**config.mk**
```make
export PLATFORM = sky130hd
export DESIGN_NAME = detection_debounce_task_sequencer
export DESIGN_NICKNAME = d
export VERILOG_FILES = /design/src/rtl/dtseq_pkg.sv /design/src/rtl/dtseq_cfg.sv /design/src/rtl/dtseq_core.sv /design/src/rtl/dtseq_out.sv /design/src/rtl/detection_debounce_task_sequencer.sv
export SDC_FILE = /design/constraint.sdc
export NUM_CORES = 1
export LEC_CHECK = 0
export ABC_AREA = 1
export BUFFER_PORTS_ARGS = -buffer_cell sky130_fd_sc_hd__buf_2
export CAP_MARGIN = 40
export CORE_AREA = 10 10 137 139
export CTS_CLUSTER_SIZE = 8
export DETAILED_ROUTE_END_ITERATION = 6
export DIE_AREA = 0 0 147 149
export HOLD_SLACK_MARGIN = 0.08
export PLACE_DENSITY_LB_ADDON = 0.15
export SETUP_SLACK_MARGIN = 0.2
export SLEW_MARGIN = 20
export SYNTH_ARGS = -nofsm -noshare
export SYNTH_HDL_FRONTEND = slang
export SYNTH_SLANG_ARGS = --single-unit
```
**constraint.sdc**
```tcl
create_clock -name clk -period 10.3 [get_ports clk]
set_input_delay 3.09 -clock clk [delete_from_list [all_inputs] [get_ports clk]]
set_output_delay 3.09 -clock clk [all_outputs]
set_load 0.03 [all_outputs]
```
**src/rtl/dtseq_pkg.sv**
```systemverilog
// ----------------------------------------------------------------------------
// dtseq_pkg
// Shared types and constants for the detection debounce and task sequencer.
// ----------------------------------------------------------------------------
package dtseq_pkg;

  // Configuration port geometry
  localparam int CFG_IDX_W  = 3;
  localparam int CFG_DATA_W = 16;

  // Stream payload widths
  localparam int IN_TDATA_W  = 8;
  localparam int IN_TUSER_W  = 2;
  localparam int OUT_TDATA_W = 16;

  // Register indexes
  localparam logic [CFG_IDX_W-1:0] REG_HOLD_FRAMES     = 3'd0;
  localparam logic [CFG_IDX_W-1:0] REG_COOLDOWN_FRAMES = 3'd1;
  localparam logic [CFG_IDX_W-1:0] REG_SIM_ARM_EN      = 3'd2;
  localparam logic [CFG_IDX_W-1:0] REG_ARM_TICKS       = 3'd3;
  localparam logic [CFG_IDX_W-1:0] REG_COMMAND_ENABLE  = 3'd4;
  localparam logic [CFG_IDX_W-1:0] REG_STOP_CODE       = 3'd5;
  localparam logic [CFG_IDX_W-1:0] REG_RESUME_CODE     = 3'd6;

  // Register reset values
  localparam logic [7:0]  RST_HOLD_FRAMES     = 8'd3;
  localparam logic [7:0]  RST_COOLDOWN_FRAMES = 8'd5;
  localparam logic        RST_SIM_ARM_EN      = 1'b0;
  localparam logic [15:0] RST_ARM_TICKS       = 16'd30;
  localparam logic        RST_COMMAND_ENABLE  = 1'b0;
  localparam logic [7:0]  RST_STOP_CODE       = 8'd2;
  localparam logic [7:0]  RST_RESUME_CODE     = 8'd1;

  // Item kinds carried on in_tuser
  localparam logic [1:0] OP_FRAME    = 2'd0;
  localparam logic [1:0] OP_ARM_DONE = 2'd1;
  localparam logic [1:0] OP_TICK     = 2'd2;
  localparam logic [1:0] OP_RESERVED = 2'd3;

  // Task phase
  typedef enum logic [1:0] {
    PH_RUNNING  = 2'd0,
    PH_ARM      = 2'd1,
    PH_COOLDOWN = 2'd2
  } phase_t;

  // Configuration register set
  typedef struct packed {
    logic [7:0]  hold_frames;
    logic [7:0]  cooldown_frames;
    logic        sim_arm_en;
    logic [15:0] arm_duration_ticks;
    logic        command_enable;
    logic [7:0]  stop_code;
    logic [7:0]  resume_code;
  } cfg_t;

  // One input item
  typedef struct packed {
    logic [1:0] op;
    logic       frame_detected;
    logic       done_flag;
  } item_t;

  // One result item
  typedef struct packed {
    logic       latched_out;
    phase_t     task_phase;
    logic [7:0] command_code;
    logic       command_valid;
    logic       resume_event;
    logic       stop_event;
  } res_t;

endpackage

```
**src/rtl/dtseq_cfg.sv**
```systemverilog
// ----------------------------------------------------------------------------
// dtseq_cfg
// Configuration register file, write only, indexed writes.
// ----------------------------------------------------------------------------
module dtseq_cfg (
  input  logic                            clk,
  input  logic                            rst_n,
  input  logic                            cfg_we,
  input  logic [dtseq_pkg::CFG_IDX_W-1:0]  cfg_index,
  input  logic [dtseq_pkg::CFG_DATA_W-1:0] cfg_wdata,
  output dtseq_pkg::cfg_t                 cfg
);
  import dtseq_pkg::*;

  cfg_t cfg_r;

  // Register writes; unknown indexes are dropped
  always_ff @(posedge clk) begin
    if (!rst_n) begin
      cfg_r.hold_frames        <= RST_HOLD_FRAMES;
      cfg_r.cooldown_frames    <= RST_COOLDOWN_FRAMES;
      cfg_r.sim_arm_en         <= RST_SIM_ARM_EN;
      cfg_r.arm_duration_ticks <= RST_ARM_TICKS;
      cfg_r.command_enable     <= RST_COMMAND_ENABLE;
      cfg_r.stop_code          <= RST_STOP_CODE;
      cfg_r.resume_code        <= RST_RESUME_CODE;
    end else if (cfg_we) begin
      case (cfg_index)
        REG_HOLD_FRAMES:     cfg_r.hold_frames        <= cfg_wdata[7:0];
        REG_COOLDOWN_FRAMES: cfg_r.cooldown_frames    <= cfg_wdata[7:0];
        REG_SIM_ARM_EN:      cfg_r.sim_arm_en         <= cfg_wdata[0];
        REG_ARM_TICKS:       cfg_r.arm_duration_ticks <= cfg_wdata[15:0];
        REG_COMMAND_ENABLE:  cfg_r.command_enable     <= cfg_wdata[0];
        REG_STOP_CODE:       cfg_r.stop_code          <= cfg_wdata[7:0];
        REG_RESUME_CODE:     cfg_r.resume_code        <= cfg_wdata[7:0];
        default: ;
      endcase
    end
  end

  assign cfg = cfg_r;

endmodule

```
**src/rtl/dtseq_core.sv**
```systemverilog
// ----------------------------------------------------------------------------
// dtseq_core
// Input register, sequencer state and the single-pass step logic.
// ----------------------------------------------------------------------------
module dtseq_core (
  input  logic             clk,
  input  logic             rst_n,
  input  dtseq_pkg::cfg_t  cfg,
  input  logic             in_valid,
  output logic             in_ready,
  input  dtseq_pkg::item_t in_item,
  input  logic             res_ready,
  output logic             res_load,
  output dtseq_pkg::res_t  res
);
  import dtseq_pkg::*;

  // Input stage
  logic   s1_valid_r;
  item_t  s1_item_r;

  // Sequencer state
  phase_t      phase_r, phase_nxt;
  logic [7:0]  hit_r, hit_nxt;
  logic [7:0]  miss_r, miss_nxt;
  logic        latch_r, latch_nxt;
  logic        busy_r, busy_nxt;
  logic [15:0] ticks_r, ticks_nxt;

  // Step flags and effective thresholds
  logic       stop_hit;
  logic       complete;
  logic [7:0] hold_eff;
  logic [7:0] rel_eff;
  logic [8:0] hit_inc;
  logic [8:0] miss_inc;

  assign res_load = s1_valid_r & res_ready;
  assign in_ready = ~s1_valid_r | res_ready;

  // Input register
  always_ff @(posedge clk) begin
    if (!rst_n) begin
      s1_valid_r <= 1'b0;
    end else if (in_ready) begin
      s1_valid_r <= in_valid;
    end
  end

  always_ff @(posedge clk) begin
    if (in_valid && in_ready) begin
      s1_item_r <= in_item;
    end
  end

  // State commits when the item moves to the result register
  always_ff @(posedge clk) begin
    if (!rst_n) begin
      phase_r <= PH_RUNNING;
      hit_r   <= 8'd0;
      miss_r  <= 8'd0;
      latch_r <= 1'b0;
      busy_r  <= 1'b0;
      ticks_r <= 16'd0;
    end else if (res_load) begin
      phase_r <= phase_nxt;
      hit_r   <= hit_nxt;
      miss_r  <= miss_nxt;
      latch_r <= latch_nxt;
      busy_r  <= busy_nxt;
      ticks_r <= ticks_nxt;
    end
  end

  // Effective thresholds: hold at least 1, release at least hold
  always_comb begin
    hold_eff = (cfg.hold_frames == 8'd0) ? 8'd1 : cfg.hold_frames;
    rel_eff  = (cfg.cooldown_frames < hold_eff) ? hold_eff : cfg.cooldown_frames;
    hit_inc  = {1'b0, hit_r} + 9'd1;
    miss_inc = {1'b0, miss_r} + 9'd1;
  end

  // Next state
  always_comb begin
    phase_nxt = phase_r;
    hit_nxt   = hit_r;
    miss_nxt  = miss_r;
    latch_nxt = latch_r;
    busy_nxt  = busy_r;
    ticks_nxt = ticks_r;
    stop_hit  = 1'b0;
    complete  = 1'b0;

    case (s1_item_r.op)
      OP_FRAME: begin
        // saturating hit / miss counters
        if (s1_item_r.frame_detected) begin
          hit_nxt  = (hit_inc < {1'b0, hold_eff}) ? hit_inc[7:0] : hold_eff;
          miss_nxt = 8'd0;
        end else begin
          miss_nxt = (miss_inc < {1'b0, rel_eff}) ? miss_inc[7:0] : rel_eff;
          hit_nxt  = 8'd0;
        end
        // cooldown ends after enough misses
        if (phase_r == PH_COOLDOWN && miss_nxt >= rel_eff) begin
          phase_nxt = PH_RUNNING;
          latch_nxt = 1'b0;
          hit_nxt   = 8'd0;
          miss_nxt  = 8'd0;
        end
        // debounced detection triggers a stop
        if (!latch_nxt && phase_nxt == PH_RUNNING && s1_item_r.frame_detected &&
            hit_nxt >= hold_eff) begin
          latch_nxt = 1'b1;
          phase_nxt = PH_ARM;
          busy_nxt  = 1'b1;
          ticks_nxt = cfg.arm_duration_ticks;
          stop_hit  = 1'b1;
        end
      end
      OP_ARM_DONE: begin
        complete = s1_item_r.done_flag & busy_r;
      end
      OP_TICK: begin
        if (cfg.sim_arm_en && busy_r) begin
          ticks_nxt = (ticks_r != 16'd0) ? ticks_r - 16'd1 : ticks_r;
          complete  = (ticks_nxt == 16'd0);
        end
      end
      default: ;
    endcase

    // arm phase completion
    if (complete) begin
      busy_nxt  = 1'b0;
      phase_nxt = PH_COOLDOWN;
      miss_nxt  = 8'd0;
    end
  end

  // Result fields
  always_comb begin
    res.stop_event    = stop_hit;
    res.resume_event  = complete;
    res.command_valid = cfg.command_enable & (stop_hit | complete);
    res.command_code  = 8'd0;
    if (cfg.command_enable) begin
      if (stop_hit) begin
        res.command_code = cfg.stop_code;
      end else if (complete) begin
        res.command_code = cfg.resume_code;
      end
    end
    res.task_phase  = phase_nxt;
    res.latched_out = latch_nxt;
  end

endmodule

```
**src/rtl/dtseq_out.sv**
```systemverilog
// ----------------------------------------------------------------------------
// dtseq_out
// Result register toward the output stream.
// ----------------------------------------------------------------------------
module dtseq_out (
  input  logic            clk,
  input  logic            rst_n,
  input  logic            res_load,
  input  dtseq_pkg::res_t res,
  output logic            res_ready,
  output logic            out_valid,
  input  logic            out_ready,
  output dtseq_pkg::res_t out_res
);
  import dtseq_pkg::*;

  logic out_valid_r;
  res_t out_res_r;

  // Free when empty or when the held beat leaves this cycle
  assign res_ready = ~out_valid_r | out_ready;

  always_ff @(posedge clk) begin
    if (!rst_n) begin
      out_valid_r <= 1'b0;
    end else if (res_ready) begin
      out_valid_r <= res_load;
    end
  end

  always_ff @(posedge clk) begin
    if (res_load) begin
      out_res_r <= res;
    end
  end

  assign out_valid = out_valid_r;
  assign out_res   = out_res_r;

endmodule

```
**src/rtl/detection_debounce_task_sequencer.sv**
```systemverilog
// ----------------------------------------------------------------------------
// detection_debounce_task_sequencer
// Path: input register, step logic, then result register driving out_*.
// Throughput: one item per cycle, set by the input and result registers
// around a single pass of step logic; stalls only under out_tready backpressure.
// Reset (rst_n low, synchronous): phase running, counters, latch and countdown
// cleared, registers at their defaults, both streams empty.
// ----------------------------------------------------------------------------
module detection_debounce_task_sequencer (
  input  logic                             clk,
  input  logic                             rst_n,
  // input stream
  input  logic                             in_tvalid,
  output logic                             in_tready,
  input  logic [dtseq_pkg::IN_TDATA_W-1:0]  in_tdata,  // [0] frame_detected, [1] done_flag
  input  logic [dtseq_pkg::IN_TUSER_W-1:0]  in_tuser,  // [1:0] op
  // result stream
  output logic                             out_tvalid,
  input  logic                             out_tready,
  // [0] stop_event, [1] resume_event, [2] command_valid, [10:3] command_code,
  // [12:11] task_phase, [13] latched_out
  output logic [dtseq_pkg::OUT_TDATA_W-1:0] out_tdata,
  // configuration
  input  logic                             cfg_we,
  input  logic [dtseq_pkg::CFG_IDX_W-1:0]   cfg_index,
  input  logic [dtseq_pkg::CFG_DATA_W-1:0]  cfg_wdata
);
  import dtseq_pkg::*;

  cfg_t  cfg;
  item_t in_item;
  res_t  res;
  res_t  out_res;
  logic  res_load;
  logic  res_ready;

  // Unpack input beat
  always_comb begin
    in_item.op             = in_tuser;
    in_item.frame_detected = in_tdata[0];
    in_item.done_flag      = in_tdata[1];
  end

  dtseq_cfg u_cfg (
    .clk       (clk),
    .rst_n     (rst_n),
    .cfg_we    (cfg_we),
    .cfg_index (cfg_index),
    .cfg_wdata (cfg_wdata),
    .cfg       (cfg)
  );

  dtseq_core u_core (
    .clk       (clk),
    .rst_n     (rst_n),
    .cfg       (cfg),
    .in_valid  (in_tvalid),
    .in_ready  (in_tready),
    .in_item   (in_item),
    .res_ready (res_ready),
    .res_load  (res_load),
    .res       (res)
  );

  dtseq_out u_out (
    .clk       (clk),
    .rst_n     (rst_n),
    .res_load  (res_load),
    .res       (res),
    .res_ready (res_ready),
    .out_valid (out_tvalid),
    .out_ready (out_tready),
    .out_res   (out_res)
  );

  // Pack result beat
  assign out_tdata = {2'b00, out_res.latched_out, out_res.task_phase,
                      out_res.command_code, out_res.command_valid,
                      out_res.resume_event, out_res.stop_event};

endmodule

```
==> results of run 1 <==
-- logic make-up (layout without fill, tap and decap cells) --
kind of cell | after synthesis | after routing | synth area share
AND/OR/NAND/NOR | 410 | 410 | 0.281
AO/OA/AOI/OAI | 190 | 190 | 0.169
buffers and inverters | 131 | 165 | 0.0845
flip-flops | 106 | 106 | 0.363
adder cells (fa/ha/maj) | 43 | 43 | 0.0848
XOR/XNOR | 12 | 12 | 0.0166
other | 1 | 2 | 0.000591
-- routing by layer --
| layer | wire length, um | global-route usage | up-vias | share of wire |
|---|---|---|---|---|
| li1 | - | - | 3012 | - |
| met4 | 125 | 0.0278 | 0 | 0.0078 |
| met5 | 0 | 0 | - | 0 |
| met1 | 8490 | 0.217 | 2567 | 0.53 |
| met3 | 590 | 0.0376 | 8 | 0.037 |
| met2 | 6880 | 0.221 | 82 | 0.43 |
-- cells in the mapped netlist (all sizes together) --
cell type / number
o21ai: 82
nor3: 3
a21oi: 85
nand4: 19
a211oi: 2
clkbuf: 18
nor2: 133
conb: 1
xor2: 9
or2: 3
nand2: 200
nor4: 1
inv: 98
o41ai: 1
nand3b: 4
clkinv: 2
a211o: 1
ha: 43
xnor2: 3
nand3: 46
buf: 13
nor3b: 1
o21a: 1
o2111ai: 11
edfxtp: 18
o211ai: 6
o21bai: 1
dfxtp: 88
-- sequential cells by signal, indices dropped and copies added, names as in the netlist, 2 cells and up --
register	count
u_cfg.cfg	50
u_core.s1_item_r	4
u_core.miss_r	8
u_core.phase_r	2
u_core.hit_r	8
u_core.ticks_r	16
u_out.out_res	14
-- metrics by stage --
stage               hold slack, ns  worst slack [ns]  cell area, um^2  cells  utilization
finish                       0.464              2.84             7070   1148        0.437
global route                 0.490              1.91             7070   1148        0.437
CTS                          0.465              2.74             7070   1148        0.437
detailed placement           0.445              2.76             6760   1132        0.418
global placement             0.441              2.70             6710   1129        0.415
floorplan                    0.424              3.80             6340    894            -
-- layout make-up --
cell class | count | area [um^2] | share of cell area
sequential | 106 | 2300 | 0.326
clock buffer | 10 | 229 | 0.0324
timing repair buffer | 49 | 288 | 0.0407
clock inverter | 6 | 83.8 | 0.0119
inverter | 100 | 380 | 0.0538
tap | 220 | 275 | 0.0389
multi-input combinational | 657 | 3510 | 0.497
-- power by group --
part | leakage (nW) | switching [mW] | internal [mW]
sequential | 0.893 | 0.00977 | 0.435
combinational | 2.24 | 0.160 | 0.0759
clock | 0.152 | 0.173 | 0.195
total | 3.28 | 0.342 | 0.706
-- worst paths after layout --
| path | end | slack [ns] |
|---|---|---|
| max | u_out.out_res[3] | 2.84 |
| min | u_cfg.cfg[17] | 0.46 |
| min reg2reg | u_cfg.cfg[17] | 0.46 |
| max reg2reg | u_out.out_res[3] | 2.84 |
-- worst register-to-register path: cells and delay by family, from the launching register on --
kind                     cells  cell delay, ns
AO/OA/AOI/OAI               13            3.02
adder cells (fa/ha/maj)      4            1.24
buffers and inverters        4            0.69
flip-flops                   1            0.34
AND/OR/NAND/NOR             13            1.87
==> summary.md, run 1 <==
| Metric | Value |
|---|---|
| Startpoint Class | flip-flop |
| Hold buffers post-CTS | 0 |
| Die Y-Extent | 149 um |
| Fmax | 134 MHz |
| Initial Utilization | 0.392 |
| CP endpoint kind | flip-flop |
| Filler Cells Inserted | 1717 |
| DRT iter0 DRCs | 345 |
| Fin Setup TNS | 0 ns |
| Tmin final | 7.46 ns |
| Post-CTS Setup Repair Bufs | 0 |
| Pre-antenna DRT Iters | 5 |
| Clk Latency, worst-skew pair | 0.36 ns |
| Critical path class | reg -> reg |
| Core area | 16200 um^2 |
| Synthesized area per cell | 7.10 um^2 |
| Remaining antenna violation count | 0 |
| Post_cts resized | 0 |
| Largest delay share family, worst path | compound AO/OA/AOI/OAI gates |
| CTS root buffer | clkbuf_16 |
| Clock slew at reported path FFs | 0.08 ns |
| RR Startpoint | u_cfg.cfg[47] |
| Most common cell after layout, fill and taps aside | nand2_1 |
| CP max stage cell | a211oi_2 |
| DRC violations left | 0 |
| Worst hold start | u_cfg.cfg[17] |
| I/O Buffers | 43 |
| Synth unique cells | 46 |
| # IOs | 52 |
| Area Growth Syn to Fin | 11.5% |
| Initial antenna violation count | 0 |
| Gate count of the mapped netlist | 893 |
| Max cap viols | 0 |
| Post-Syn Area | 6340 um^2 |
| WL/cell | 14.0 um |
| Leakage | 3.28 nW |
| Area leader, netlist | dfxtp_1 |
| Post-Route WL | 16.1 mm |
| Data arrival, critical path | 7.52 ns |
| Htree depth | 3 |
| Max FO, Critical Path | 18 |
| Clk_skew | 0.0133 ns |
| Total GRT Usage | 0.150 |
| Yosys Warn Count | 0 |
| Post-synthesis sequential area ratio | 0.363 |
| Power Density | 148 nW/um^2 |
| Crit path buffers/inverters | 4 |
| Die W | 147 um |
| Sink Count | 106 |
| Least-Margin Pin Slew | 0.710 ns |
| Slew Viols, Final | 0 |
| RSZ-0062 raised after global routing | no |
| Highest-count cells in the layout ignoring fill and taps | nand2_1, nor2_1, inv_1 |
| Finish-stage setup viols | 0 |
| Top post-synthesis cells by area | dfxtp_1, nand2_1, edfxtp_1 |
| Clock Tree Buf Depth | 2 |
| Largest net degree at the start of global routing | 75 |
| Clock buffer count from CTS | 9 |
| Vias in the first global route | 5346 |
| Detail Placement HPWL | 11.8 mm |
| CP Data Required Time | 10.36 ns |
| Hold Crit Class | reg -> reg |
| Diodes inserted | 0 |
| Reg2reg path depth | 34 |
| Die Footprint | 21900 um^2 |
| First-pass GRT wire length | 27.3 mm |
| Worst rel slew slack | 0.527 |
| VDD IR max | 0.0880 mV |
| Grt ovf | 0 |
| Final Cycle Share | 0.724 |
| Outcome | finished, final reports clean |
| Vias/cell | 4.94 |
| Max incr delay on CP | 0.60 ns |
| Flops & latches, synth | 106 |
| Fraction of layout instances using a drive strength above 1 | 0.113 |
| Worst path depth | 34 |
| CTS tree | built |
| Hold path depth | 2 |
| Yosys top cell area share | 0.278 |
| Vias post-DR | 5669 |
| Placer congestion estimate | 0.840 |
| Final net count | 1000 |
| Final-report hold violation count | 0 |
| Total power | 1.05 mW |
| CP startpoint | u_cfg.cfg[47] |
| Num rows | 47 |
No activity file was read; power rests on OpenSTA's default activity.
==> run 2, diff against run 1 <==
==> constraint.sdc (replaced) <==
create_clock -name clk -period 7.5 [get_ports clk]
set_input_delay 2.25 -clock clk [delete_from_list [all_inputs] [get_ports clk]]
set_output_delay 2.25 -clock clk [all_outputs]
set_load 0.03 [all_outputs]
==> run 2 against run 1 <==
Non-clock buffer count grew 11. Worst setup slack lost 1.9 ns. Cell area grew 1.1%. Sequential power grew 37%. Clock power grew 29%. Via count grew 1.3%. Highest routed layer unchanged. Critical path depth grew 4. Hold slack lost 0.0030 ns. Largest cell class unchanged. Clock skew shrank 0.0029 ns. Global-route usage shrank 0.17 points. Power grew 36%.
==> summary.md, run 2 (synthesis gave the netlist of run 1 again) <==
| Metric | Value |
|---|---|
| Highest-count cells in the layout ignoring fill and taps | nand2_1, nor2_1, inv_1 |
| # IOs | 52 (unchanged) |
| Fraction of layout instances using a drive strength above 1 | 0.125 (+0.0115) |
| DRT iter0 DRCs | 284 (-18%) |
| Clock Tree Buf Depth | 2 (unchanged) |
| Detail Placement HPWL | 11.8 mm (+0.13%) |
| Power Density | 199 nW/um^2 (+34%) |
| Outcome | finished, final reports clean |
| Placer congestion estimate | 0.851 (+1.3%) |
| Tmin final | 6.51 ns (-0.947 ns) |
| CP Data Required Time | 7.61 ns (-2.75 ns) |
| First-pass GRT wire length | 26.9 mm (-1.5%) |
| Area Growth Syn to Fin | 12.7% |
| CTS tree | built |
| Slew Viols, Final | 0 (unchanged) |
| Startpoint Class | flip-flop |
| Pre-antenna DRT Iters | 5 (unchanged) |
| Reg2reg path depth | 38 (+12%) |
| Htree depth | 3 (unchanged) |
| I/O Buffers | 43 (unchanged) |
| CP max stage cell | o41ai_1 |
| Final-report hold violation count | 0 (unchanged) |
| Data arrival, critical path | 6.63 ns (-0.89 ns) |
| R2R setup slack | 0.99 ns (-1.85 ns) |
| Initial Utilization | 0.392 (unchanged) |
| Fin Setup TNS | 0 ns (unchanged) |
| Total GRT Usage | 0.148 (-0.00170) |
| Clk Latency, worst-skew pair | 0.36 ns (about the same) |
| Post-CTS Setup Repair Bufs | 0 (unchanged) |
| Max cap viols | 0 (unchanged) |
| Num rows | 47 (unchanged) |
| CP dominant cell by count | nand2_1 |
| Die Y-Extent | 149 um (unchanged) |
| Final WS setup | 0.986 ns (-1.85 ns) |
| Worst rel slew slack | 0.516 (-0.0106) |
| Grt ovf | 0 (unchanged) |
| Vias/cell | 4.96 (+0.36%) |
| RSZ-0062 raised after global routing | no |
| Post_cts resized | 0 (unchanged) |
| Fmax | 154 MHz (+15%) |
| Fin util | 0.442 (+0.00464) |
| Max incr delay on CP | 0.39 ns (-0.21 ns) |
| Die W | 147 um (unchanged) |
| Clock buffer count from CTS | 9 (unchanged) |
| Largest net degree at the start of global routing | 75 (unchanged) |
| Least-Margin Pin Slew | 0.725 ns (+0.0159 ns) |
| Post-Route WL | 16.3 mm (+1.3%) |
| Hold buffers post-CTS | 0 (unchanged) |
| Clk_skew | 0.0104 ns (-0.00287 ns) |
| Most common cell after layout, fill and taps aside | nand2_1 |
| CP startpoint | u_cfg.cfg[47] |
| Die Footprint | 21900 um^2 (unchanged) |
| Finish-stage setup viols | 0 (unchanged) |
| Sink Count | 106 (unchanged) |
| Vias post-DR | 5744 (+1.3%) |
| VDD IR max | 0.125 mV (+42%) |
| Leakage | 3.33 nW (+1.5%) |
| Final net count | 1011 (+1.1%) |
| DRC violations left | 0 (unchanged) |
| Max FO, Critical Path | 16 (-2) |
| Remaining antenna violation count | 0 (unchanged) |
| Diodes inserted | 0 (unchanged) |
| CP endpoint kind | flip-flop |
| Core area | 16200 um^2 (unchanged) |
| Final Cycle Share | 0.868 (+0.144) |
| Vias in the first global route | 5302 (-0.82%) |
| Initial antenna violation count | 0 (unchanged) |
| Hold Crit Class | reg -> reg |
| RR Startpoint | u_cfg.cfg[47] |
| RR Endpoint | u_out.out_res[9] |
| CTS root buffer | clkbuf_16 |
| WL/cell | 14.1 um (+0.38%) |
| Critical path class | reg -> reg |
| Clock slew at reported path FFs | 0.08 ns (about the same) |
| Critical Path Sink | u_out.out_res[9] |
| Max reg flops | 50 (unchanged) |
| Pre-CTS setup slack | 0.943 ns (-1.82 ns) |
[run 2: cell type report]
| cell class | count | area (um^2) |
|---|---|---|
| Fill cell | 1713 | 9030 |
| Multi-Input combinational cell | 657 | 3510 |
| Sequential cell | 106 | 2300 |
| Inverter | 100 | 380 |
| Timing Repair Buffer | 60 | 375 |
| Tap cell | 220 | 275 |
| Clock buffer | 9 | 225 |
| Clock inverter | 7 | 75.1 |
[run 2: per-stage QoR]
stage	area, um^2	std cells	hold slack, ns	total power [mW]
floorplan	6340	894	0.424	0.865
CTS	7140	1159	0.463	1.44
finish	7140	1159	0.460	1.43
global placement	6820	1141	0.440	0.960
detailed placement	6840	1143	0.444	0.961
global route	7140	1159	0.490	1.51
[run 2: worst max-delay path: cells and delay by family (launching register included)]
family          cells  cell delay, ns
flops               1            0.35
compound gates     13            2.18
buf+inv             7            0.95
fa+ha+maj           4            1.17
simple gates       14            1.61
[run 2: worst min-delay path by stage]
stage,from,endpoint,slack [ns],depth (start not counted)
CTS,u_cfg.cfg[17],u_cfg.cfg[17],0.46,2
floorplan,u_cfg.cfg[9],u_cfg.cfg[9],0.42,2
global placement,u_cfg.cfg[0],u_cfg.cfg[0],0.44,2
global route,u_cfg.cfg[17],u_cfg.cfg[17],0.49,2
detailed placement,u_cfg.cfg[0],u_cfg.cfg[0],0.44,2
finish,u_cfg.cfg[17],u_cfg.cfg[17],0.46,2
[run 2: power breakdown]
part           internal (mW)  switching (mW)
logic                  0.115           0.222
registers              0.597          0.0137
clock network          0.235           0.241
total                  0.948           0.477
[run 2: routing by layer]
metal  track usage  wire length (um)  share of wire  vias to the layer above
li1              -                 -              -                     3036
met1         0.210              8510           0.52                     2594
met2         0.221              6870           0.42                      106
met3        0.0407               771          0.047                        8
met4        0.0322               150         0.0092                        0
met5             0                 0              0                        -
